$ cat config.mk
export PLATFORM = sky130hd
export DESIGN_NAME = echo_distance_moving_average_flat
export DESIGN_NICKNAME = d
export VERILOG_FILES = /design/src/design/edma_pkg.sv /design/src/design/edma_if.sv /design/src/design/echo_distance_moving_average.sv /design/src/flat_wrapper.sv
export SDC_FILE = /design/constraint.sdc
export NUM_CORES = 1
export LEC_CHECK = 0
export BUFFER_PORTS_ARGS = -buffer_cell sky130_fd_sc_hd__buf_2
export CAP_MARGIN = 25
export CORE_ASPECT_RATIO = 0.6
export CORE_MARGIN = 3
export CORE_UTILIZATION = 55
export CTS_BUF_LIST = sky130_fd_sc_hd__clkbuf_16
export CTS_CLUSTER_SIZE = 28
export DETAILED_ROUTE_END_ITERATION = 8
export PLACE_DENSITY_LB_ADDON = 0.08
export SYNTH_ARGS = -nofsm -noshare
export SYNTH_HDL_FRONTEND = slang
export SYNTH_SLANG_ARGS = --single-unit
export TNS_END_PERCENT = 50
$ cat constraint.sdc
create_clock -name clk -period 14.5 [get_ports clk]
set_input_delay 1.45 -clock clk [delete_from_list [all_inputs] [get_ports clk]]
set_output_delay 1.45 -clock clk [all_outputs]
set_load 0.03 [all_outputs]
$ cat src/design/edma_pkg.sv
// ----------------------------------------------------------------------------
// edma_pkg
// Shared widths and constants for the echo distance moving average block.
// ----------------------------------------------------------------------------
package edma_pkg;

	localparam int ECHO_W          = 16;
	localparam int DIST_W          = 19;
	localparam int CFG_W           = 5;
	localparam int MAX_SAMPLES_DEF = 16;

	localparam int DIST_MUL_W = 11;
	localparam int PROD_W     = ECHO_W + DIST_MUL_W;
	localparam logic [DIST_MUL_W-1:0] DIST_MUL = DIST_MUL_W'(1114);
	localparam int DIST_SHIFT = 8;

endpackage

$ cat src/design/edma_if.sv
// ----------------------------------------------------------------------------
// edma_echo_if / edma_result_if
// Valid/ready channels for echo widths in and averaged distances out.
// ----------------------------------------------------------------------------
interface edma_echo_if;
	import edma_pkg::*;

	logic              valid;
	logic              ready;
	logic [ECHO_W-1:0] echo_us;

	modport source (output valid, output echo_us, input ready);
	modport sink   (input valid, input echo_us, output ready);
endinterface

interface edma_result_if;
	import edma_pkg::*;

	logic              valid;
	logic              ready;
	logic [DIST_W-1:0] distance_q8;
	logic              valid_res;

	modport source (output valid, output distance_q8, output valid_res, input ready);
	modport sink   (input valid, input distance_q8, input valid_res, output ready);
endinterface

$ cat src/design/echo_distance_moving_average.sv
// ----------------------------------------------------------------------------
// echo_distance_moving_average
// Converts echo widths to distance and averages them over a sample ring.
// ----------------------------------------------------------------------------
//  channel   dir  handshake       payload
//  echo      in   valid/ready     echo_us[15:0]
//  result    out  valid/ready     distance_q8[18:0], valid_res
//  cfg       in   cfg_wr_en       cfg_wr_data[4:0] (window size)
//
//  An averaged sample passes the conversion, ring update and bit-serial divider
//  states before its result goes out; the divider gives one quotient bit per cycle.
//  Timeouts and a window of one skip the ring update and the divider.
//  The ring is a single-port memory, read in the cycle before its write-back.
//  A new echo is taken while a finished result still waits on the output.
//  Reset sets the window to one and clears slot, count and total.
// ----------------------------------------------------------------------------
module echo_distance_moving_average #(
	parameter int MAX_SAMPLES = edma_pkg::MAX_SAMPLES_DEF
) (
	input  logic                       clk,
	input  logic                       arst_n,
	edma_echo_if.sink                  echo,
	edma_result_if.source              result,
	input  logic                       cfg_wr_en,
	input  logic [edma_pkg::CFG_W-1:0] cfg_wr_data
);
	import edma_pkg::*;

	localparam int SlotW = $clog2(MAX_SAMPLES);
	localparam int CntW  = $clog2(MAX_SAMPLES + 1);
	localparam int TotW  = DIST_W + SlotW;
	localparam int DcW   = $clog2(TotW + 1);

	typedef enum logic [2:0] {
		S_IDLE,
		S_CONV,
		S_UPD,
		S_DIV,
		S_OUT
	} state_t;

	state_t              state_q;
	logic [ECHO_W-1:0]   us_q;
	logic [DIST_W-1:0]   dist_s1;
	logic [SlotW-1:0]    slot_s1;
	logic [DIST_W-1:0]   rd_s2;
	logic [CFG_W-1:0]    window_q;
	logic [SlotW-1:0]    write_slot_q;
	logic [CntW-1:0]     fill_q;
	logic [TotW-1:0]     total_q;
	logic [TotW-1:0]     dvd_q;
	logic [CntW-1:0]     rem_q;
	logic [CntW-1:0]     div_q;
	logic [DcW-1:0]      div_cnt_q;
	logic [DIST_W-1:0]   pend_dist_q;
	logic                pend_vld_q;
	logic                out_valid_q;
	logic [DIST_W-1:0]   out_dist_q;
	logic                out_vld_q;
	logic [DIST_W-1:0]   ring [MAX_SAMPLES];

	logic [PROD_W-1:0]   prod;
	logic [DIST_W-1:0]   echo_dist;
	logic [SlotW-1:0]    slot_eff;
	logic [SlotW-1:0]    slot_nx;
	logic                full;
	logic [TotW-1:0]     total_nx;
	logic [CntW-1:0]     fill_nx;
	logic [CntW:0]       trial;
	logic                qbit;
	logic [TotW-1:0]     dvd_nx;
	logic [CFG_W-1:0]    window_wr;
	logic                out_free;
	logic                tmo_clr;

	assign prod      = PROD_W'(us_q) * PROD_W'(DIST_MUL);
	assign echo_dist = DIST_W'(prod >> DIST_SHIFT);

	assign slot_eff = (int'(write_slot_q) >= int'(window_q)) ? '0 : write_slot_q;
	assign slot_nx  = (int'(slot_s1) + 1 >= int'(window_q)) ? '0 : SlotW'(slot_s1 + 1'b1);

	assign full     = int'(fill_q) >= int'(window_q);
	assign total_nx = total_q - (full ? TotW'(rd_s2) : '0) + TotW'(dist_s1);
	assign fill_nx  = full ? fill_q : CntW'(fill_q + 1'b1);

	assign trial  = {rem_q, dvd_q[TotW-1]};
	assign qbit   = trial >= {1'b0, div_q};
	assign dvd_nx = {dvd_q[TotW-2:0], qbit};

	assign tmo_clr = (state_q == S_CONV) && (us_q == '0) && (int'(window_q) > 1);

	always_comb begin
		window_wr = cfg_wr_data;
		if (cfg_wr_data == '0) begin
			window_wr = CFG_W'(1);
		end else if (int'(cfg_wr_data) > MAX_SAMPLES) begin
			window_wr = CFG_W'(MAX_SAMPLES);
		end
	end

	assign out_free = !out_valid_q || result.ready;

	assign echo.ready         = state_q == S_IDLE;
	assign result.valid       = out_valid_q;
	assign result.distance_q8 = out_dist_q;
	assign result.valid_res   = out_vld_q;

	always_ff @(posedge clk) begin
		if (state_q == S_CONV) begin
			rd_s2 <= ring[slot_eff];
		end
		if (state_q == S_UPD) begin
			ring[slot_s1] <= dist_s1;
		end
	end

	always_ff @(posedge clk or negedge arst_n) begin
		if (!arst_n) begin
			state_q      <= S_IDLE;
			window_q     <= CFG_W'(1);
			write_slot_q <= '0;
			fill_q       <= '0;
			total_q      <= '0;
			out_valid_q  <= 1'b0;
		end else begin
			if (state_q == S_OUT && out_free) begin
				out_valid_q <= 1'b1;
			end else if (out_valid_q && result.ready) begin
				out_valid_q <= 1'b0;
			end
			case (state_q)
				S_IDLE: begin
					if (echo.valid) begin
						us_q    <= echo.echo_us;
						state_q <= S_CONV;
					end
				end
				S_CONV: begin
					dist_s1 <= echo_dist;
					slot_s1 <= slot_eff;
					if (us_q == '0) begin
						pend_dist_q <= '0;
						pend_vld_q  <= 1'b0;
						state_q     <= S_OUT;
					end else if (int'(window_q) <= 1) begin
						pend_dist_q <= echo_dist;
						pend_vld_q  <= 1'b1;
						state_q     <= S_OUT;
					end else begin
						state_q <= S_UPD;
					end
				end
				S_UPD: begin
					dvd_q     <= total_nx;
					div_q     <= fill_nx;
					rem_q     <= '0;
					div_cnt_q <= DcW'(TotW);
					state_q   <= S_DIV;
				end
				S_DIV: begin
					rem_q     <= qbit ? CntW'(trial - {1'b0, div_q}) : CntW'(trial);
					dvd_q     <= dvd_nx;
					div_cnt_q <= div_cnt_q - 1'b1;
					if (div_cnt_q == DcW'(1)) begin
						pend_dist_q <= dvd_nx[DIST_W-1:0];
						pend_vld_q  <= 1'b1;
						state_q     <= S_OUT;
					end
				end
				S_OUT: begin
					if (out_free) begin
						out_dist_q  <= pend_dist_q;
						out_vld_q   <= pend_vld_q;
						state_q     <= S_IDLE;
					end
				end
				default: begin
					state_q <= S_IDLE;
				end
			endcase
			if (cfg_wr_en) begin
				window_q <= window_wr;
			end
			if (cfg_wr_en || tmo_clr) begin
				write_slot_q <= '0;
				fill_q       <= '0;
				total_q      <= '0;
			end else if (state_q == S_UPD) begin
				total_q      <= total_nx;
				fill_q       <= fill_nx;
				write_slot_q <= slot_nx;
			end
		end
	end

	a_fill_in_window: assert property (@(posedge clk) disable iff (!arst_n)
		int'(fill_q) <= int'(window_q))
		else $error("fill count above window");

	a_slot_in_window: assert property (@(posedge clk) disable iff (!arst_n)
		int'(window_q) > 1 |-> int'(write_slot_q) < int'(window_q))
		else $error("write slot outside window");

	a_div_nonzero: assert property (@(posedge clk) disable iff (!arst_n)
		state_q == S_DIV |-> div_q != '0)
		else $error("divide by zero count");

	a_upd_window: assert property (@(posedge clk) disable iff (!arst_n)
		state_q == S_UPD |-> int'(window_q) > 1 && us_q != '0)
		else $error("ring update outside averaging mode");

	a_one_result: assert property (@(posedge clk) disable iff (!arst_n)
		state_q == S_OUT && out_free |=> out_valid_q && state_q == S_IDLE)
		else $error("result transfer lost");

endmodule

$ cat src/flat_wrapper.sv
// flat-port wrapper written by rule: the top's interface ports become plain ports
module echo_distance_moving_average_flat import edma_pkg::*;
#(
	parameter int MAX_SAMPLES = edma_pkg::MAX_SAMPLES_DEF
)
  (clk, arst_n, cfg_wr_en, cfg_wr_data, echo_valid, echo_echo_us, echo_ready, result_valid, result_distance_q8, result_valid_res, result_ready);
  edma_echo_if echo_i ();
  edma_result_if result_i ();
  input  logic clk;
  input  logic arst_n;
  input  logic cfg_wr_en;
  input  logic [edma_pkg::CFG_W-1:0] cfg_wr_data;
  input wire logic [$bits(echo_i.valid)-1:0] echo_valid;
  input wire logic [$bits(echo_i.echo_us)-1:0] echo_echo_us;
  output wire logic [$bits(echo_i.ready)-1:0] echo_ready;
  output wire logic [$bits(result_i.valid)-1:0] result_valid;
  output wire logic [$bits(result_i.distance_q8)-1:0] result_distance_q8;
  output wire logic [$bits(result_i.valid_res)-1:0] result_valid_res;
  input wire logic [$bits(result_i.ready)-1:0] result_ready;
  assign echo_i.valid = echo_valid;
  assign echo_i.echo_us = echo_echo_us;
  assign echo_ready = echo_i.ready;
  assign result_valid = result_i.valid;
  assign result_distance_q8 = result_i.distance_q8;
  assign result_valid_res = result_i.valid_res;
  assign result_i.ready = result_ready;
  echo_distance_moving_average #(.MAX_SAMPLES(MAX_SAMPLES)) u_core (.clk(clk), .arst_n(arst_n), .echo(echo_i), .result(result_i), .cfg_wr_en(cfg_wr_en), .cfg_wr_data(cfg_wr_data));
endmodule
==> key figures, run 1 <==
Floorplan
  • Number of top-level pins: 48
  • Die Wd: 274 um
  • Total die area: 45600 um2
  • Core region area: 42200 um2
  • Placement Rows: 58
  • Effective utilization at floorplan: 56.1%
  • Y dimension of the die: 167 um

Power and ir drop
  • Comb power frac: 42.0%
  • Fraction of power consumed by the clock network: 20.2%
  • Highest ir drop seen on vdd: 0.000124 V
  • Sequential Power Share: 37.8%
  • Cell internal pwr: 3.45 mW
  • Switching power summed over all nets: 2.25 mW
  • Pwr per Cell Area: 218 nW/um2
  • Sw Share: 39.4%
  • Leakage: 10.0 nW

Timing
  • Achievable clock frequency: 185 MHz
  • Final Slew Violations: 0
  • Total Neg Setup Slack: 0 ns
  • Setup violators final: 0
  • RSZ-0062 raised after global routing: false
  • Tcrit/Tclk final: 37.2%
  • Number of hold violations in the final report: 0
  • Actual transition at the worst max-transition pin: 1.06 ns
  • Post-layout min period: 5.40 ns
  • Slew margin rel.: 29.2%
  • Clock skew: 0.0239 ns

Worst hold path
  • Worst hold path class: reg2reg

Routing
  • Total vias in the final route: 14600
  • DRC violation count after routing: 0
  • Count of TritonRoute iterations in the first routing pass: 5
  • Via-to-Cell Ratio: 5.90
  • WL per Instance: 22.4 um
  • Count of routing violations after the opening detailed-route iteration: 1650
  • Count of antenna-violating nets left after detailed routing: 0
  • Total length of routed wires: 55.5 mm

Placed design
  • Count of port buffers added during placement: 47
  • Detail Placement HPWL: 37.4 mm
  • Placer Congestion: 0.903

Layout
  • Total number of nets in the final design: 2096
  • Antenna diode count: 0
  • Share of layout cells above drive strength 1: 12.1%
  • Final standard cell utilization of the core: 61.9%
  • Synthesis-to-layout area growth: 10.4%
  • Number of fillers in the final layout: 3213

Synth
  • Synth warn: 0
  • Number of unique standard cell types used by synthesis: 66
  • Synthesized area per cell: 13.0 um2
  • Area share of the largest cell type after synthesis: 55.9%
  • Top cells by area, synth: sky130_fd_sc_hd__edfxtp_1 (56%), sky130_fd_sc_hd__ha_1 (7.6%), sky130_fd_sc_hd__fa_1 (4.5%)
  • Post-Synthesis Cell Area: 23600 um2
  • Cells after Synth: 1814
  • Cell type with the largest total area after synthesis: sky130_fd_sc_hd__edfxtp_1
  • Fraction of the yosys area taken by sequential cells: 60.2%
  • Async set-or-reset flop fraction in the synthesized netlist: 8.52%
  • Main flop type after synthesis: sky130_fd_sc_hd__edfxtp_1
  • Synthesized flop and latch total: 481
  • Syn Nets: 2036
  • EDFF count, synth: 440

Run
  • Max-cap viol count: 0

Clocking
  • Clock tree from TritonCTS: yes
  • Maximum number of buffers from clock root to sink: 3
  • Post-CTS clock slew at the launch and capture registers of the worst setup and hold paths: 0.06 ns
  • Post-CTS resize count: 0
  • # hold bufs at CTS: 0
  • Clock sink count: 481
  • Number of buffers inserted to repair setup after CTS: 0
  • Clock insertion delay at the later pin of the skew report: 0.56 ns
  • Root cell of the clock tree: sky130_fd_sc_hd__clkbuf_16
  • Number of buffers added by the clock tree synthesis step: 45
  • Depth of the CTS H-tree: 2

Critical path
  • Endpoint type of the worst setup path: flop
  • Top fanout value on the critical path: 21
  • Data arrival at the endpoint of the critical path: 5.66 ns
  • Data required time of the critical path: 14.76 ns
  • Worst setup path category: reg2reg
  • Critical path startpoint category: flop

GRT
  • Wire length of the first global-routing pass: 86.1 mm
  • Antenna violations before repair: 1
  • Total Routing Usage GR: 24.7%
  • Overall overflow remaining after global route: 0
  • Vias in the first global route: 14400
  • Pin count of the biggest net entering global routing: 52

Run status
  • Result of the run: completed
==> critical path: stages (launching register included) <==
cell	delay, ns
sky130_fd_sc_hd__dfrtp_1	0.40
sky130_fd_sc_hd__inv_1	0.14
sky130_fd_sc_hd__ha_1	0.24
sky130_fd_sc_hd__nand2b_1	0.15
sky130_fd_sc_hd__a21o_1	0.18
sky130_fd_sc_hd__a21o_1	0.17
sky130_fd_sc_hd__a21o_1	0.19
sky130_fd_sc_hd__a21o_1	0.40
sky130_fd_sc_hd__and2_1	0.28
sky130_fd_sc_hd__fa_1	0.49
sky130_fd_sc_hd__fa_1	0.47
sky130_fd_sc_hd__nand2b_1	0.18
sky130_fd_sc_hd__a21oi_1	0.26
sky130_fd_sc_hd__o21ai_0	0.25
sky130_fd_sc_hd__o31ai_1	0.52
sky130_fd_sc_hd__nor4_1	0.11
sky130_fd_sc_hd__nor3_1	0.41
sky130_fd_sc_hd__xnor2_1	0.18
sky130_fd_sc_hd__a21oi_1	0.08
==> worst paths after layout <==
path / start / endpoint / slack (ns) / depth (start not counted)
max: u_core.fill_q[0]$_DFFE_PN0P_ / u_core.dvd_q[22]$_DFFE_PP_ / 9.10 / 18
min: u_core.pend_dist_q[0]$_DFFE_PP_ / u_core.result.distance_q8[0]$_DFFE_PP_ / 0.42 / 0
max reg2reg: u_core.fill_q[0]$_DFFE_PN0P_ / u_core.dvd_q[22]$_DFFE_PP_ / 9.10 / 18
min reg2reg: u_core.pend_dist_q[0]$_DFFE_PP_ / u_core.result.distance_q8[0]$_DFFE_PP_ / 0.42 / 0
max in group asynchronous: arst_n / u_core.write_slot_q[0]$_DFFE_PN0P_ / 12.96 / 2
min in group asynchronous: arst_n / u_core.total_q[10]$_DFFE_PN0P_ / 1.03 / 2
==> cells in the final DEF, fill, tap and decap left out, types with 27 or more instances in the layout <==
cell type and instances:
sky130_fd_sc_hd__ha_1 143, sky130_fd_sc_hd__nand3_1 27, sky130_fd_sc_hd__xnor2_1 32, sky130_fd_sc_hd__a21oi_1 133
sky130_fd_sc_hd__a21o_1 38, sky130_fd_sc_hd__fa_1 53, sky130_fd_sc_hd__clkbuf_16 45, sky130_fd_sc_hd__buf_2 48
sky130_fd_sc_hd__buf_4 35, sky130_fd_sc_hd__nor2_1 47, sky130_fd_sc_hd__nand2_1 153, sky130_fd_sc_hd__inv_1 210
sky130_fd_sc_hd__edfxtp_1 440, sky130_fd_sc_hd__o21ai_0 97, sky130_fd_sc_hd__dfrtp_1 38
==> power groups by stage <==
| stage | sequential (mW) | clock, mW | combinational, mW |
|---|---|---|---|
| 6_report | 2.15 | 1.15 | 2.40 |
| 3_3_place_gp | 2.17 | 0 | 2.32 |
| 4_1_cts | 2.15 | 1.17 | 2.38 |
| 2_1_floorplan | 2.07 | 0 | 1.70 |
| 3_5_place_dp | 2.18 | 0 | 2.36 |
| 5_1_grt | 2.18 | 1.23 | 2.67 |
==> cell usage after synthesis, types with 16 or more instances <==
cell type / count
sky130_fd_sc_hd__inv_1: 199
sky130_fd_sc_hd__a21oi_1: 133
sky130_fd_sc_hd__and2_1: 22
sky130_fd_sc_hd__mux2_2: 21
sky130_fd_sc_hd__nor2_1: 64
sky130_fd_sc_hd__o21a_1: 22
sky130_fd_sc_hd__fa_1: 53
sky130_fd_sc_hd__a22o_1: 23
sky130_fd_sc_hd__ha_1: 143
sky130_fd_sc_hd__mux4_2: 19
sky130_fd_sc_hd__a32oi_1: 20
sky130_fd_sc_hd__nor3_1: 16
sky130_fd_sc_hd__dfrtp_1: 40
sky130_fd_sc_hd__nand3_1: 27
sky130_fd_sc_hd__o22ai_1: 19
sky130_fd_sc_hd__o221ai_1: 20
sky130_fd_sc_hd__nand2_1: 153
sky130_fd_sc_hd__a21o_1: 38
sky130_fd_sc_hd__o21ai_0: 98
sky130_fd_sc_hd__clkbuf_1: 63
sky130_fd_sc_hd__nand2b_1: 17
sky130_fd_sc_hd__mux2i_1: 19
sky130_fd_sc_hd__edfxtp_1: 440
sky130_fd_sc_hd__xnor2_1: 32
==> layout make-up <==
class                   count  area (um2)  area share, %
well taps                 570         713           2.73
multi-input cells        1062        8470           32.4
clock buffers              45        1130           4.31
repair buffers             84         518           1.98
flip-flops and latches    481       14200           54.6
clock inverters            36         283           1.08
inverters                 200         751           2.88
==> kinds of logic after synthesis <==
family	Yosys count	share of synthesized area, %
AO/OA/AOI/OAI	417	11.4
buffers and inverters	271	4.32
XOR/XNOR	46	1.70
adder cells (fa/ha/maj)	196	12.1
flip-flops	481	60.2
AND/OR/NAND/NOR	344	6.69
multiplexers	59	3.61
==> layer usage <==
metal	part of all wire, %	vias up	GRT usage [%]
met5	0	-	0
met4	1.2	0	4.03
met1	49	7243	41.2
li1	-	6729	-
met2	41	584	34.0
met3	8.3	57	4.38
==> through the flow <==
step           cell area (um2)  worst slack (ns)  hold WS [ns]  instances  power [mW]
2_1_floorplan            23600              9.58         0.400       1814        3.77
3_3_place_gp             24700              9.36         0.406       2395        4.49
3_5_place_dp             24700              9.20         0.410       2396        4.54
4_1_cts                  26100              9.16         0.425       2477        5.70
5_1_grt                  26100              8.75         0.427       2478        6.08
6_report                 26100              9.10         0.423       2478        5.70
==> flip-flops by register name, summed over array words and instances (netlist names), 5 cells and up <==
| name | cells |
|---|---|
| u_core.ring | 304 |
| u_core.dvd_q | 23 |
| u_core.total_q | 23 |
| u_core.dist_s1 | 19 |
| u_core.pend_dist_q | 19 |
| u_core.rd_s2 | 19 |
| u_core.result.distance_q8 | 19 |
| u_core.us_q | 16 |
| u_core.div_cnt_q | 5 |
| u_core.div_q | 5 |
| u_core.fill_q | 5 |
| u_core.rem_q | 5 |
| u_core.window_q | 5 |
Note: power is estimated with default switching activity, not from simulation.
==> inputs of run 2 (changes only) <==
==> constraint.sdc (replaced) <==
create_clock -name clk -period 5.3 [get_ports clk]
set_input_delay 0.53 -clock clk [delete_from_list [all_inputs] [get_ports clk]]
set_output_delay 0.53 -clock clk [all_outputs]
set_load 0.03 [all_outputs]
==> key figures, run 2 (synthesized netlist as in run 1, its figures left out) <==
Layout
  • Most frequent standard cell in the layout excluding fill and tap cells: sky130_fd_sc_hd__edfxtp_1
  • Regs by FF count: u_core.ring x304, u_core.dvd_q x23, u_core.total_q x23
  • Antenna diode count: 0 (unchanged)
  • Share of layout cells above drive strength 1: 12.6% (+0.54 points)
  • Reg with most FFs: u_core.ring
  • Final standard cell utilization of the core: 62.3% (+0.36 points)
  • Layout Cells excl Fill: 2492 (+0.56%)
  • Total number of nets in the final design: 2109 (+0.62%)
  • Synthesis-to-layout area growth: 11.1%
  • Commonest cells after routing, fill and taps aside: sky130_fd_sc_hd__edfxtp_1 (440), sky130_fd_sc_hd__inv_1 (207), sky130_fd_sc_hd__nand2_1 (153)
  • Number of flip-flops in the largest register: 304 (unchanged)

GRT
  • Wire length of the first global-routing pass: 85.3 mm (-0.94%)
  • Overall overflow remaining after global route: 0 (unchanged)
  • Total Routing Usage GR: 24.5% (-0.16 points)
  • Vias in the first global route: 14400 (-0.21%)
  • Antenna violations before repair: 0 (-1)
  • Pin count of the biggest net entering global routing: 50 (-3.8%)

Routing
  • Count of TritonRoute iterations in the first routing pass: 5 (unchanged)
  • Count of antenna-violating nets left after detailed routing: 0 (unchanged)
  • Count of routing violations after the opening detailed-route iteration: 1307 (-21%)
  • Via-to-Cell Ratio: 5.85 (-0.73%)
  • Total vias in the final route: 14600 (-0.16%)
  • WL per Instance: 22.1 um (-1.1%)
  • DRC violation count after routing: 0 (unchanged)
  • Total length of routed wires: 55.2 mm (-0.56%)

Floorplan
  • Core region area: 42200 um2 (unchanged)
  • Y dimension of the die: 167 um (unchanged)
  • Placement Rows: 58 (unchanged)
  • Effective utilization at floorplan: 56.1% (unchanged)
  • Number of top-level pins: 48 (unchanged)
  • Total die area: 45600 um2 (unchanged)
  • Die Wd: 274 um (unchanged)

Critical path
  • Worst setup path category: reg2reg
  • Data required time of the critical path: 5.62 ns (-9.14 ns)
  • Endpoint type of the worst setup path: flop
  • Critical path startpoint category: flop
  • Data arrival at the endpoint of the critical path: 5.39 ns (-0.27 ns)
  • Top fanout value on the critical path: 6 (-71%)

Clocking
  • Clock insertion delay at the later pin of the skew report: 0.58 ns (+0.02 ns)
  • Depth of the CTS H-tree: 2 (unchanged)
  • Maximum number of buffers from clock root to sink: 3 (unchanged)
  • Post-CTS clock slew at the launch and capture registers of the worst setup and hold paths: 0.06 ns (about the same)
  • Number of buffers added by the clock tree synthesis step: 45 (unchanged)
  • Clock sink count: 481 (unchanged)
  • Number of buffers inserted to repair setup after CTS: 0 (unchanged)
  • Root cell of the clock tree: sky130_fd_sc_hd__clkbuf_16
  • Clock tree from TritonCTS: yes

Placed design
  • Number of cells after detailed placement: 2408 (+0.50%)
  • Placer Congestion: 0.885 (-1.9%)
  • Detail Placement HPWL: 37.1 mm (-0.58%)
  • Count of port buffers added during placement: 47 (unchanged)

Timing
  • Number of hold violations in the final report: 0 (unchanged)
  • Actual transition at the worst max-transition pin: 1.05 ns (-0.0128 ns)
  • Final Slew Violations: 0 (unchanged)
  • RSZ-0062 raised after global routing: false
  • Achievable clock frequency: 197 MHz (+6.5%)
  • Setup violators final: 0 (unchanged)
  • Slew margin rel.: 29.8% (+0.54 points)
  • Clock skew: 0.0269 ns (+0.00308 ns)
  • Total Neg Setup Slack: 0 ns (unchanged)
  • Tcrit/Tclk final: 95.6% (+58 points)
  • Post-layout min period: 5.07 ns (-0.331 ns)

Run status
  • Result of the run: completed

Run
  • Max-cap viol count: 0 (unchanged)

Worst hold path
  • Worst hold path class: in2reg

Power and ir drop
  • Highest ir drop seen on vdd: 0.000334 V (+170%)
  • Pwr per Cell Area: 600 nW/um2 (+170%)
  • Leakage: 10.1 nW (+0.82%)
run 2: metrics by stage:
stage          hold slack [ns]  power, mW  setup slack, ns  cell area [um2]
3_5_place_dp             0.405       12.5            0.130            24800
6_report                 0.137       15.8            0.233            26300
5_1_grt                  0.118       16.8           0.0450            26300
3_3_place_gp             0.410       12.4            0.241            24800
2_1_floorplan            0.234       10.3            0.382            23600
4_1_cts                  0.103       15.8            0.128            26200
run 2: area by class of cell:
class,count,area [um2]
fillers,3249,15900
flip-flops and latches,481,14200
multi-input cells,1062,8480
clock buffers,46,1150
inverters,200,751
well taps,570,713
repair buffers,97,628
clock inverters,36,295
run 2: what timing repair did:
action,4_1_cts,5_1_grt
hold buffers,1,0
endpoints found under the hold margin,17,0
setup endpoints to repair,0,3
gates resized for setup,0,4
run 2: worst paths after layout:
kind | cells past startpoint | from | end | slack (ns)
setup / recovery | 17 | u_core.us_q[9]$_DFFE_PP_ | u_core.pend_dist_q[18]$_DFFE_PP_ | 0.23
hold / removal | 1 | echo_echo_us[1] | u_core.us_q[1]$_DFFE_PP_ | 0.14
setup reg to reg | 17 | u_core.us_q[9]$_DFFE_PP_ | u_core.pend_dist_q[18]$_DFFE_PP_ | 0.23
hold reg to reg | 0 | u_core.pend_dist_q[4]$_DFFE_PP_ | u_core.result.distance_q8[4]$_DFFE_PP_ | 0.42
max in group asynchronous | 3 | arst_n | u_core.total_q[9]$_DFFE_PN0P_ | 3.99
min in group asynchronous | 2 | arst_n | u_core.window_q[4]$_DFFE_PN0P_ | 0.48
run 2: routing by layer:
metal / vias up / global-route usage, % / share of wire (%)
met2: 537 / 34.6 / 42
met3: 62 / 4.49 / 7.9
met5: - / 0 / 0
li1: 6753 / - / -
met4: 0 / 4.57 / 1.5
met1: 7237 / 39.9 / 49
run 2: report_power, final:
part | leakage (nW) | internal (mW) | switching [mW]
clock | 0.748 | 1.78 | 1.43
sequential | 4.53 | 5.31 | 0.564
combinational | 4.84 | 2.47 | 4.21
total | 10.1 | 9.56 | 6.20
run 2: critical path, cell delays in order (launching register included):
cell,delay [ns]
sky130_fd_sc_hd__edfxtp_1,0.49
sky130_fd_sc_hd__inv_2,0.13
sky130_fd_sc_hd__ha_1,0.23
sky130_fd_sc_hd__ha_1,0.32
sky130_fd_sc_hd__fa_1,0.47
sky130_fd_sc_hd__fa_1,0.55
sky130_fd_sc_hd__inv_1,0.05
sky130_fd_sc_hd__fa_1,0.49
sky130_fd_sc_hd__inv_1,0.04
sky130_fd_sc_hd__ha_1,0.29
sky130_fd_sc_hd__a21oi_1,0.15
sky130_fd_sc_hd__o21ai_0,0.12
sky130_fd_sc_hd__o2bb2ai_1,0.15
sky130_fd_sc_hd__a311o_4,0.42
sky130_fd_sc_hd__a32o_1,0.31
sky130_fd_sc_hd__a2111oi_4,0.32
sky130_fd_sc_hd__nor2_2,0.09
sky130_fd_sc_hd__a22o_1,0.20
